[src/design/rsd_pkg.sv]
// ----------------------------------------------------------------------------
// rsd_pkg: shared types and codes for the rotating server dispatcher
// Holds the field widths, the opcode and result kind codes and the sequencer
// state type.
// ----------------------------------------------------------------------------
package rsd_pkg;

  localparam int unsigned TIME_W  = 31;
  localparam int unsigned END_W   = 32;
  localparam int unsigned CNT_W   = 32;
  localparam int unsigned ID_W    = 6;
  localparam int unsigned NUM_W   = 7;

  localparam logic OP_SUBMIT     = 1'b0;
  localparam logic OP_REPORT     = 1'b1;
  localparam logic KIND_DISPATCH = 1'b0;
  localparam logic KIND_REPORT   = 1'b1;

  localparam logic [NUM_W-1:0] NUM_RESET = 7'd16;
  localparam logic [CNT_W-1:0] CNT_MAX   = '1;

  typedef enum logic [2:0] {
    ST_IDLE,
    ST_MOD,
    ST_DRD,
    ST_DCHK,
    ST_RRD,
    ST_RMAX,
    ST_ERD,
    ST_EMIT
  } rsd_state_e;

endpackage

[src/design/rsd_req_if.sv]
// ----------------------------------------------------------------------------
// rsd_req_if: request channel
// Valid/ready channel carrying one dispatch or report request item.
// ----------------------------------------------------------------------------
interface rsd_req_if import rsd_pkg::*; ();
  logic              valid;
  logic              ready;
  logic              opcode;
  logic [TIME_W-1:0] arrival_time;
  logic [TIME_W-1:0] duration;

  modport source (output valid, output opcode, output arrival_time, output duration,
                  input ready);
  modport sink   (input valid, input opcode, input arrival_time, input duration,
                  output ready);
endinterface

[src/design/rsd_res_if.sv]
// ----------------------------------------------------------------------------
// rsd_res_if: result channel
// Valid/ready channel carrying one dispatch result or report entry item.
// ----------------------------------------------------------------------------
interface rsd_res_if import rsd_pkg::*; ();
  logic             valid;
  logic             ready;
  logic             kind;
  logic             accepted;
  logic [ID_W-1:0]  server_id;
  logic [CNT_W-1:0] served_total;
  logic             last;

  modport source (output valid, output kind, output accepted, output server_id,
                  output served_total, output last, input ready);
  modport sink   (input valid, input kind, input accepted, input server_id,
                  input served_total, input last, output ready);
endinterface

[src/design/rotating_server_dispatcher.sv]
// ----------------------------------------------------------------------------
// rotating_server_dispatcher: first-free server dispatch with busiest report
// Hands timed requests to a pool of servers, searching from a rotating
// preferred index, and reports the servers with the highest served count.
// ----------------------------------------------------------------------------
// Usage:
//   req_i takes one item at a time (valid/ready). opcode 0 submits a request
//   with arrival_time and duration, opcode 1 asks for the busiest-server
//   report. res_o gives one result item per request, or one item per busiest
//   server for a report, with last set on the final one.
//   cfg_we_i/cfg_wdata_i write num_servers (0 acts as 1, values above SERVERS
//   act as SERVERS); write it only while the block is idle.
// Timing:
//   end times and served counts sit in two single-port memories with a
//   registered read, so every server visit takes a read state and a check state.
//   A request first brings the preferred index below the server count by
//   repeated subtraction (no subtract steps unless the count was lowered),
//   then visits servers from there (1 to k of them) until one is free.
//   A report runs a max pass then an output pass.
//   req_i is ready only in the idle state; the output register lets the next
//   item be taken while the last result still waits on res_o.
// Reset:
//   every server free with zero count (per-entry valid bits), preferred index
//   0, num_servers 16. A stalled res_o holds the sequencer until it drains.
// ----------------------------------------------------------------------------
module rotating_server_dispatcher
  import rsd_pkg::*;
#(
  parameter int unsigned SERVERS = 16
) (
  input  logic              clk_i,
  input  logic              rst_ni,
  input  logic              cfg_we_i,
  input  logic [NUM_W-1:0]  cfg_wdata_i,
  rsd_req_if.sink           req_i,
  rsd_res_if.source         res_o
);

  localparam int unsigned AW = (SERVERS > 1) ? $clog2(SERVERS) : 1;
  localparam logic [NUM_W-1:0] SRV_N = NUM_W'(SERVERS);

  // storage
  logic [END_W-1:0] et_mem [SERVERS];
  logic [CNT_W-1:0] sc_mem [SERVERS];
  logic [SERVERS-1:0] vld_q;
  logic [END_W-1:0] et_rd_q;
  logic [CNT_W-1:0] sc_rd_q;
  logic             vld_rd_q;

  rsd_state_e state_q, state_d;
  logic [NUM_W-1:0]  num_q;
  logic [NUM_W-1:0]  k;
  logic [ID_W-1:0]   ri_q, ri_d;
  logic [ID_W-1:0]   pref_q, pref_d;
  logic [ID_W-1:0]   pos_q, pos_d;
  logic [NUM_W-1:0]  step_q, step_d;
  logic [TIME_W-1:0] arrive_q, arrive_d;
  logic [END_W-1:0]  sum_q, sum_d;
  logic [CNT_W-1:0]  best_q, best_d;
  logic [ID_W-1:0]   lastid_q, lastid_d;

  logic             rv_q, rv_d;
  logic             rkind_q, rkind_d;
  logic             racc_q, racc_d;
  logic [ID_W-1:0]  rid_q, rid_d;
  logic [CNT_W-1:0] rtot_q, rtot_d;
  logic             rlast_q, rlast_d;

  logic             out_free;
  logic             wr_en;
  logic [END_W-1:0] end_eff;
  logic [CNT_W-1:0] cnt_eff;
  logic [CNT_W-1:0] cnt_inc;
  logic [NUM_W-1:0] pos_nx;
  logic [NUM_W-1:0] pref_ext;
  logic [AW-1:0]    addr;

  always_comb begin
    if (num_q == '0) begin
      k = NUM_W'(1);
    end else if (num_q > SRV_N) begin
      k = SRV_N;
    end else begin
      k = num_q;
    end
  end

  assign addr     = pos_q[AW-1:0];
  assign end_eff  = vld_rd_q ? et_rd_q : '0;
  assign cnt_eff  = vld_rd_q ? sc_rd_q : '0;
  assign cnt_inc  = (cnt_eff == CNT_MAX) ? cnt_eff : cnt_eff + CNT_W'(1);
  assign pos_nx   = {1'b0, pos_q} + NUM_W'(1);
  assign pref_ext = {1'b0, pref_q};
  assign out_free = !rv_q || res_o.ready;

  assign req_i.ready        = (state_q == ST_IDLE);
  assign res_o.valid        = rv_q;
  assign res_o.kind         = rkind_q;
  assign res_o.accepted     = racc_q;
  assign res_o.server_id    = rid_q;
  assign res_o.served_total = rtot_q;
  assign res_o.last         = rlast_q;

  always_comb begin
    state_d  = state_q;
    ri_d     = ri_q;
    pref_d   = pref_q;
    pos_d    = pos_q;
    step_d   = step_q;
    arrive_d = arrive_q;
    sum_d    = sum_q;
    best_d   = best_q;
    lastid_d = lastid_q;
    rv_d     = rv_q && !res_o.ready;
    rkind_d  = rkind_q;
    racc_d   = racc_q;
    rid_d    = rid_q;
    rtot_d   = rtot_q;
    rlast_d  = rlast_q;
    wr_en    = 1'b0;

    case (state_q)
      ST_IDLE: begin
        if (req_i.valid) begin
          arrive_d = req_i.arrival_time;
          sum_d    = {1'b0, req_i.arrival_time} + {1'b0, req_i.duration};
          best_d   = '0;
          lastid_d = '0;
          if (req_i.opcode == OP_REPORT) begin
            pos_d   = '0;
            state_d = ST_RRD;
          end else begin
            pref_d  = ri_q;
            state_d = ST_MOD;
          end
        end
      end
      // preferred index modulo the server count, one subtract a cycle
      ST_MOD: begin
        if (pref_ext >= k) begin
          pref_d = ID_W'(pref_ext - k);
        end else begin
          ri_d    = (pref_ext + NUM_W'(1) == k) ? '0 : ID_W'(pref_ext + NUM_W'(1));
          pos_d   = pref_q;
          step_d  = '0;
          state_d = ST_DRD;
        end
      end
      ST_DRD: begin
        state_d = ST_DCHK;
      end
      ST_DCHK: begin
        if (end_eff <= {1'b0, arrive_q}) begin
          if (out_free) begin
            wr_en   = 1'b1;
            rv_d    = 1'b1;
            rkind_d = KIND_DISPATCH;
            racc_d  = 1'b1;
            rid_d   = pos_q;
            rtot_d  = cnt_inc;
            rlast_d = 1'b1;
            state_d = ST_IDLE;
          end
        end else if (step_q + NUM_W'(1) == k) begin
          // every server busy: drop
          if (out_free) begin
            rv_d    = 1'b1;
            rkind_d = KIND_DISPATCH;
            racc_d  = 1'b0;
            rid_d   = '0;
            rtot_d  = '0;
            rlast_d = 1'b1;
            state_d = ST_IDLE;
          end
        end else begin
          step_d  = step_q + NUM_W'(1);
          pos_d   = (pos_nx == k) ? '0 : ID_W'(pos_nx);
          state_d = ST_DRD;
        end
      end
      ST_RRD: begin
        state_d = ST_RMAX;
      end
      // max pass, remembering the highest index holding the max
      ST_RMAX: begin
        if (cnt_eff >= best_q) begin
          best_d   = cnt_eff;
          lastid_d = pos_q;
        end
        if (pos_nx == k) begin
          pos_d   = '0;
          state_d = ST_ERD;
        end else begin
          pos_d   = ID_W'(pos_nx);
          state_d = ST_RRD;
        end
      end
      ST_ERD: begin
        state_d = ST_EMIT;
      end
      ST_EMIT: begin
        if (cnt_eff == best_q) begin
          if (out_free) begin
            rv_d    = 1'b1;
            rkind_d = KIND_REPORT;
            racc_d  = 1'b0;
            rid_d   = pos_q;
            rtot_d  = best_q;
            rlast_d = (pos_q == lastid_q);
            if (pos_q == lastid_q) begin
              state_d = ST_IDLE;
            end else begin
              pos_d   = ID_W'(pos_nx);
              state_d = ST_ERD;
            end
          end
        end else begin
          pos_d   = ID_W'(pos_nx);
          state_d = ST_ERD;
        end
      end
      default: begin
        state_d = ST_IDLE;
      end
    endcase
  end

  always_ff @(posedge clk_i or negedge rst_ni) begin
    if (!rst_ni) begin
      state_q <= ST_IDLE;
      num_q   <= NUM_RESET;
      ri_q    <= '0;
      rv_q    <= 1'b0;
      vld_q   <= '0;
    end else begin
      state_q <= state_d;
      ri_q    <= ri_d;
      rv_q    <= rv_d;
      if (cfg_we_i) begin
        num_q <= cfg_wdata_i;
      end
      if (wr_en) begin
        vld_q[addr] <= 1'b1;
      end
    end
  end

  always_ff @(posedge clk_i) begin
    pref_q   <= pref_d;
    pos_q    <= pos_d;
    step_q   <= step_d;
    arrive_q <= arrive_d;
    sum_q    <= sum_d;
    best_q   <= best_d;
    lastid_q <= lastid_d;
    rkind_q  <= rkind_d;
    racc_q   <= racc_d;
    rid_q    <= rid_d;
    rtot_q   <= rtot_d;
    rlast_q  <= rlast_d;
    vld_rd_q <= vld_q[addr];
  end

  // server memories, registered read
  always_ff @(posedge clk_i) begin
    if (wr_en) begin
      et_mem[addr] <= sum_q;
      sc_mem[addr] <= cnt_inc;
    end
    et_rd_q <= et_mem[addr];
    sc_rd_q <= sc_mem[addr];
  end

  a_dispatch_last: assert property (@(posedge clk_i) disable iff (!rst_ni)
    (rv_q && rkind_q == KIND_DISPATCH) |-> rlast_q)
    else $error("dispatch result without last");

  a_drop_zero: assert property (@(posedge clk_i) disable iff (!rst_ni)
    (rv_q && rkind_q == KIND_DISPATCH && !racc_q) |-> (rid_q == '0 && rtot_q == '0))
    else $error("dropped request with nonzero payload");

  a_write_in_range: assert property (@(posedge clk_i) disable iff (!rst_ni)
    wr_en |-> ({1'b0, pos_q} < k))
    else $error("write to a server outside the active pool");

  a_scan_in_range: assert property (@(posedge clk_i) disable iff (!rst_ni)
    (state_q == ST_DCHK) |-> ({1'b0, pos_q} < k && step_q < k))
    else $error("dispatch scan beyond the server count");

  a_report_last_max: assert property (@(posedge clk_i) disable iff (!rst_ni)
    (state_q == ST_EMIT && pos_q == lastid_q) |-> (cnt_eff == best_q))
    else $error("report last index does not hold the max count");

endmodule
[src/flat_wrapper.sv]
// flat-port wrapper written by rule: the top's interface ports become plain ports
module rotating_server_dispatcher_flat import rsd_pkg::*;
#(
  parameter int unsigned SERVERS = 16
)
  (clk_i, rst_ni, cfg_we_i, cfg_wdata_i, req_i_valid, req_i_opcode, req_i_arrival_time, req_i_duration, req_i_ready, res_o_valid, res_o_kind, res_o_accepted, res_o_server_id, res_o_served_total, res_o_last, res_o_ready);
  rsd_req_if req_i_i ();
  rsd_res_if res_o_i ();
  input  logic clk_i;
  input  logic rst_ni;
  input  logic cfg_we_i;
  input  logic [NUM_W-1:0] cfg_wdata_i;
  input wire logic [$bits(req_i_i.valid)-1:0] req_i_valid;
  input wire logic [$bits(req_i_i.opcode)-1:0] req_i_opcode;
  input wire logic [$bits(req_i_i.arrival_time)-1:0] req_i_arrival_time;
  input wire logic [$bits(req_i_i.duration)-1:0] req_i_duration;
  output wire logic [$bits(req_i_i.ready)-1:0] req_i_ready;
  output wire logic [$bits(res_o_i.valid)-1:0] res_o_valid;
  output wire logic [$bits(res_o_i.kind)-1:0] res_o_kind;
  output wire logic [$bits(res_o_i.accepted)-1:0] res_o_accepted;
  output wire logic [$bits(res_o_i.server_id)-1:0] res_o_server_id;
  output wire logic [$bits(res_o_i.served_total)-1:0] res_o_served_total;
  output wire logic [$bits(res_o_i.last)-1:0] res_o_last;
  input wire logic [$bits(res_o_i.ready)-1:0] res_o_ready;
  assign req_i_i.valid = req_i_valid;
  assign req_i_i.opcode = req_i_opcode;
  assign req_i_i.arrival_time = req_i_arrival_time;
  assign req_i_i.duration = req_i_duration;
  assign req_i_ready = req_i_i.ready;
  assign res_o_valid = res_o_i.valid;
  assign res_o_kind = res_o_i.kind;
  assign res_o_accepted = res_o_i.accepted;
  assign res_o_server_id = res_o_i.server_id;
  assign res_o_served_total = res_o_i.served_total;
  assign res_o_last = res_o_i.last;
  assign res_o_i.ready = res_o_ready;
  rotating_server_dispatcher #(.SERVERS(SERVERS)) u_core (.clk_i(clk_i), .rst_ni(rst_ni), .cfg_we_i(cfg_we_i), .cfg_wdata_i(cfg_wdata_i), .req_i(req_i_i), .res_o(res_o_i));
endmodule
[config.mk]
export PLATFORM = sky130hd
export DESIGN_NAME = rotating_server_dispatcher_flat
export DESIGN_NICKNAME = d
export VERILOG_FILES = /design/src/design/rsd_pkg.sv /design/src/design/rsd_req_if.sv /design/src/design/rsd_res_if.sv /design/src/design/rotating_server_dispatcher.sv /design/src/flat_wrapper.sv
export SDC_FILE = /design/constraint.sdc
export NUM_CORES = 1
export LEC_CHECK = 0
export ABC_AREA = 1
export ABC_CLOCK_PERIOD_IN_PS = 7750
export BUFFER_PORTS_ARGS = -buffer_cell sky130_fd_sc_hd__buf_4
export CAP_MARGIN = 0
export CORE_MARGIN = 4
export CORE_UTILIZATION = 45
export DETAILED_ROUTE_END_ITERATION = 10
export GPL_TIMING_DRIVEN = 1
export PLACE_DENSITY = 0.6
export SKIP_LAST_GASP = 1
export SLEW_MARGIN = 20
export SYNTH_ARGS = -nofsm -noshare
export SYNTH_HDL_FRONTEND = slang
export SYNTH_SLANG_ARGS = --single-unit
[constraint.sdc]
create_clock -name clk_i -period 7.75 [get_ports clk_i]
set_input_delay 0.3875 -clock clk_i [delete_from_list [all_inputs] [get_ports clk_i]]
set_output_delay 0.3875 -clock clk_i [all_outputs]
set_load 0.05 [all_outputs]
==> impl_results.md, run 1 <==
* # rows at 126
* Layout cell share with drive strength beyond 1 at 9.029%
* Clock latency on the worst-skew pair at 740 ps
* Final period utilization at 67.51%
* Largest area contributor in the netlist: edfxtp_1
* Slowest cell on the critical path: dfxtp_4
* Ranking of synthesized cells by area: edfxtp_1 (67%), o21ai_0 (5.5%), nor2_1 (4.9%)
* Max Fclk at 191.1 MHz
* H-tree levels at 4
* Internal power at 14.12 mW
* Ys flop type: edfxtp_1
* Syn Nets at 4661
* Non-filler cells, final at 6245
* Switching Share at 36.53%
* Min-Delay Path Class: in2reg
* Placed Cells at 5947
* Hold Crit Start: req_i_duration[30]
* Crit. End Element: flop
* Worst-path clk slew at 70 ps
* Leak at 21.67 nW
* Core area at 117900 µm²
* Worst stage delay on the critical path at 940 ps
* Final setup viols at 0
* Initial antenna violation count at 9
* First-pass GRT wire length at 206.7 mm
* Post-Syn Instances at 4477
* Worst-Margin Slew at 1087 ps
* EDFF count, synth at 1185
* Num ports at 118
* Yosys cell types at 58
* Vias in the first global route at 33354
* Detailed-route wire length per cell at 22.00 µm
* Critical-path cell list: nand2_1, inv_1, ha_1, nand2_1, nor2_1, nand4_1, nor2_1, nand4_1, nand2_2, nand2_2, nor2_4, inv_2, nor2_4, buf_4
* Outcome: finished, final reports clean
* Max-cap violations at 0
* Routed WL at 137.4 mm
* Antenna Nets Post-Route at 0
* Synthesized area at 53390 µm²
* Post-CTS sizing at 0
* Net Sw Power at 8.127 mW
* Worst-path maximum fanout at 65
* Total chip power at 22.25 mW
* Inserted Clock Buffers at 136
* WP buf/inv at 3
* Top cells by count, synth: edfxtp_1 (1185), nor2_1 (697), nand2_1 (628)
* Combinational share of power at 31.4%
* Hold Violations, Final at 0
* First-pass DRT Iterations at 5
* Clk_skew at 27.67 ps
* Share of flip-flops with an asynchronous set or reset at 2.572%
* Half-perimeter wire length after placement at 79.64 mm
* GR Overflow Total at 0
* Req. time, crit path at 8100 ps
* Relative slew slack at 27.51%
* Number of DRC markers in iteration 0 at 3269
* Avg Vias per Cell at 5.597
* DR DRC count at 0
* Sequential share of power at 40.2%
* Starting density of the core at 45.28%
* Clk root buf: clkbuf_16
* Area Overhead vs Synth at 13.64%
* Tmin final at 5232 ps
* Die area at 124200 µm²
* Max-slew violation count at 0
* Num Clock Sinks at 1283
* Port bufs at 117
* Mean cell area of the mapped netlist at 11.93 µm²
* Worst r2r src: u_core.vld_rd_q$_DFF_P_
* Peak VDD IR at 0.0002567 V
* CTS tree: done
* Global-route usage over all layers at 21.58%
* Die W at 352.5 µm
* Synth warnings at 0
* Placer Congestion at 0.8772
* Clock power frac at 28.5%
* Setup bufs post-CTS at 0
* Most frequent cell after synthesis: edfxtp_1
* Post-layout util at 51.45%
* Power per Cell Area at 366.7 nW/µm²
* CP Class: reg2reg
* Setup TNS at 0 ps
* Origin of the worst setup path: u_core.vld_rd_q$_DFF_P_
* Largest net degree at the start of global routing at 191
* RSZ-0062 raised after global routing: false
* Startpoint Class: flop
* CTS Buffer Depth at 3
* Height of the die at 352.5 µm
* Synth top area share at 66.65%
* CP arrival at 5580 ps
* # nets final at 4783
* FF+latch count, synth at 1283
* Vias at 34956
* Sequential share of the synthesized area at 70.63%
* Top Family by Delay on Critical Path: simple AND/OR/NAND/NOR gates
## final cells by class
cell class	count	area, µm²
Fill cell	10256	57250
Sequential cell	1283	37720
Multi-Input combinational cell	2721	13990
Clock buffer	186	3787
Tap cell	1536	1922
Timing Repair Buffer	213	1778
Inverter	244	940.9
Clock inverter	60	536.8
Antenna cell	2	5.005
## state kept, by name, summed over array words and instances, names as in the netlist, 16 cells and up
signal / cells
u_core.arrive_q: 31
u_core.vld_q: 16
u_core.et_rd_q: 32
u_core.sc_rd_q: 32
u_core.et_mem: 512
u_core.sum_q: 32
u_core.best_q: 32
u_core.res_o.served_total: 32
u_core.sc_mem: 512
## metal layers
layer	vias to the layer above	share of wire, %	GRT usage [%]
li1	16293	-	-
met2	1213	46	33.71
met3	210	7.1	3.837
met5	-	0	0
met4	0	2.2	5.983
met1	17240	45	31.30
## timing repair
item	4_1_cts	5_1_grt
hold buffers	50	0
setup endpoints to repair	0	0
endpoints found under the hold margin	74	0
## worst paths after layout
path / endpoint / slack (ps) / cells past startpoint
worst max-delay path: u_core.sc_mem[0][21]$_DFFE_PP_ / 2520 / 14
worst min-delay path: u_core.sum_q[31]$_DFFE_PP_ / 100 / 4
worst max register to register: u_core.sc_mem[0][21]$_DFFE_PP_ / 2520 / 14
worst min register to register: u_core.vld_q[10]$_DFFE_PN0P_ / 460 / 2
max in group asynchronous: u_core.vld_q[0]$_DFFE_PN0P_ / 7190 / 2
min in group asynchronous: u_core.state_q[1]$_DFFE_PN0P_ / 170 / 2
## layout by cell type (no fill, tap or decap), drive strengths merged, types with 2 or more instances in the layout
master / count
a211oi: 2
a21boi: 3
a21o: 5
a21oi: 75
a31oi: 5
buf: 163
bufinv: 8
clkbuf: 186
clkinv: 43
dfrtp: 32
dfxtp: 65
diode: 2
dlygate4sd3: 50
edfxtp: 1185
fa: 2
ha: 107
inv: 253
mux2: 5
nand2: 642
nand3: 72
nand3b: 4
nand4: 92
nor2: 700
nor3: 21
nor3b: 2
nor4: 4
o211ai: 9
o21ai: 603
o21bai: 20
o22ai: 262
or2: 5
xnor2: 15
xor2: 57
## power groups by stage
stage	Combinational [mW]	Sequential, mW	Clock, mW
after floorplan	4.49	8.99	0
after global placement	6.86	9.07	0
after detailed placement	6.88	9.08	0
after CTS	6.94	8.94	6.45
after global routing	7.68	8.99	6.74
final	6.98	8.94	6.33
## metrics by stage
step	hold WS [ps]	setup slack [ps]	area, µm²
floorplan	91.91	2227	53390
global placement	398.7	2592	55840
detailed placement	403.2	2546	55840
CTS	52.55	2505	60660
global route	105.3	2204	60670
finish	97.05	2518	60680
## worst register-to-register path, cell delays in order, from the launching register on
cell,delay (ps)
dfxtp_4,940
nand2_1,170
inv_1,90
ha_1,140
nand2_1,50
nor2_1,130
nand4_1,170
nor2_1,300
nand4_1,260
nand2_2,350
nand2_2,160
nor2_4,190
inv_2,340
nor2_4,790
buf_4,710
## cell families (layout without fill, tap and decap cells)
kind of cell	count (synthesis)	in the layout	synth area share [%]
muxes	5	5	0.1054
DFF	1283	1283	70.63
buffers and inverters	473	703	3.478
and+or+nand+nor	1544	1544	11.79
xor gates and xnor gates	72	72	1.181
AOI/OAI and AO/OA	990	990	10.23
other	1	3	0.007023
adders and majority gates	109	109	2.582
(Power assumes the default switching activity.)
==> inputs of run 2 (changes only) <==
Settings changed: ABC_CLOCK_PERIOD_IN_PS 7750 to 5500.
Clock period 7.75 ns to 5.5 ns, I/O delays scaled along.
==> run 2 against run 1 <==
Net effect:
- cell area increased by 0.69%
- sequential share of layout area is 0.43 points lower
- worst setup slack got worse by 1300 ps
- global-route usage is 0.60 points higher
- largest cell class unchanged
- via count up 1.1%
- sequential power increased by 41%
- non-clock buffer count grew 9
- count of clock-buffer cells in the layout increased by 3
- register-to-register slack worse by 1300 ps
- clock skew is 3.2 ps lower
==> impl_results.md, run 2 (synthesized netlist as in run 1, its figures left out) <==
* Outcome: finished, final reports clean
* Hold Violations, Final at 0
* Num ports at 118
* Max Fclk at 231.3 MHz
* CP most frequent cell: inv_1
* GR Overflow Total at 0
* Layout cell share with drive strength beyond 1 at 9.339%
* Critical-path cell list: buf_4, nand2_1, inv_1, ha_1, inv_1, nor3_4, inv_2, nor2_2, and3_1, nand4_4, xor2_1, inv_1
* RSZ-0062 raised after global routing: false
* Final setup viols at 0
* Placer Congestion at 0.9026
* CP Class: reg2reg
* Register area at 37720 µm²
* Largest net degree at the start of global routing at 203
* Power per Cell Area at 515.8 nW/µm²
* Global-route usage over all layers at 22.18%
* Net Sw Power at 11.36 mW
* # rows at 126
* Req. time, crit path at 5890 ps
* DP Area at 56060 µm²
* Worst stage delay on the critical path at 650 ps
* CTS Buffer Depth at 3
* First-pass DRT Iterations at 5
* Tmin final at 4324 ps
* Core area at 117900 µm²
* Dpl ws at 1203 ps
* Vias at 35338
* Port bufs at 117
* Worst-path clk slew at 60 ps
* Fill count at 10167
* Worst-path maximum fanout at 34
* Routed WL at 139.8 mm
* Leak at 21.83 nW
* Clock latency on the worst-skew pair at 740 ps
* Avg Vias per Cell at 5.646
* Setup bufs post-CTS at 0
* Clk_skew at 24.50 ps
* Number of DRC markers in iteration 0 at 3661
* # nets final at 4794
* Max-cap violations at 0
* Inserted Clock Buffers at 138
* Antenna Nets Post-Route at 0
* DR DRC count at 0
* H-tree levels at 4
* Slowest cell on the critical path: dfxtp_4
* Min-Delay Path Class: in2async
* CTS tree: done
* Clock power frac at 29.3%
* Leading cell type in the layout, fill and taps excluded: edfxtp_1
* Biggest registers after layout: u_core.et_mem x512, u_core.sc_mem x512
* Worst setup margin at 1176 ps
* Switching Share at 36.04%
* Worst-Margin Slew at 1086 ps
* Startpoint Class: flop
* Peak VDD IR at 0.0005107 V
* Die area at 124200 µm²
* Half-perimeter wire length after placement at 79.52 mm
* Relative slew slack at 27.40%
* CP arrival at 4710 ps
* Die W at 352.5 µm
* Max-slew violation count at 0
* Final instance area at 61100 µm²
* Num Clock Sinks at 1283
* Height of the die at 352.5 µm
* Post-layout util at 51.81%
* Area Overhead vs Synth at 14.43%
* Non-filler cells, final at 6259
* Vias in the first global route at 34298
* Sequential share of power at 39.9%
* Post-CTS sizing at 0
* First-pass GRT wire length at 212.9 mm
* Crit. End Element: flop
* Clk root buf: clkbuf_16
* Internal power at 20.15 mW
* Area of the multi-input gates at 13990 µm²
* Commonest cells after routing, fill and taps aside: edfxtp_1 (1185), nor2_1 (678), nand2_1 (628)
* Initial antenna violation count at 5
* WHS at 56.27 ps
* Placed Cells at 5954
* Final period utilization at 78.61%
* Starting density of the core at 45.28%
* Combinational share of power at 30.8%
* Detailed-route wire length per cell at 22.34 µm
[run 2: power by group through the flow]
stage          Clock [mW]  Sequential (mW)  Combinational (mW)
2_1_floorplan           0             12.7                6.32
3_3_place_gp            0             12.8                9.59
3_5_place_dp            0             12.8                9.63
4_1_cts              9.39             12.6                9.69
5_1_grt              9.83             12.6                10.8
6_report             9.22             12.6                9.71
[run 2: path summary, 6_finish.rpt]
kind	startpoint	endpoint	slack, ps	cells after the start
max in group asynchronous	rst_ni	u_core.num_q[4]$_DFFE_PN1P_	5090	2
worst max register to register	u_core.vld_rd_q$_DFF_P_	u_core.sc_mem[5][0]$_DFFE_PP_	1180	12
worst min-delay path	rst_ni	u_core.state_q[0]$_DFFE_PN0P_	60	2
worst min register to register	u_core.vld_q[10]$_DFFE_PN0P_	u_core.vld_q[10]$_DFFE_PN0P_	460	2
min in group clk_i	req_i_duration[2]	u_core.sum_q[2]$_DFFE_PP_	60	3
worst max-delay path	u_core.vld_rd_q$_DFF_P_	u_core.sc_mem[5][0]$_DFFE_PP_	1180	12
[run 2: layout make-up]
class	instances	share of cell area [%]
sequential	1283	61.73
clock buffer	189	6.166
timing repair buffer	222	3.289
inverter	244	1.536
multi-input combinational	2721	22.90
antenna	1	0.004096
tap	1536	3.146
clock inverter	63	1.227
[run 2: timing repair]
item | CTS | global route
endpoints found under the hold margin | 82 | 0
endpoints found under the setup margin | 0 | 0
hold buffers | 52 | 0
[run 2: worst max-delay path: cells and delay by family (launching register included)]
kind / cells / cell delay, ps
xor gates and xnor gates: 1 / 630
buffers and inverters: 5 / 1220
adders and majority gates: 1 / 250
and+or+nand+nor: 5 / 1190
DFF: 1 / 650
[run 2: metal layers]
layer | wire, µm | global-route usage, % | up-vias
met5 | 0 | 0 | -
met4 | 3364 | 6.197 | 0
met3 | 9756 | 3.211 | 221
met2 | 64890 | 35.49 | 1395
met1 | 61800 | 31.89 | 17390
li1 | - | - | 16332
[run 2: per-stage QoR]
stage | setup TNS [ps] | power, mW
CTS | 0 | 31.67
finish | 0 | 31.51
global route | 0 | 33.24
floorplan | -15650 | 18.99
global placement | 0 | 22.37
detailed placement | 0 | 22.40
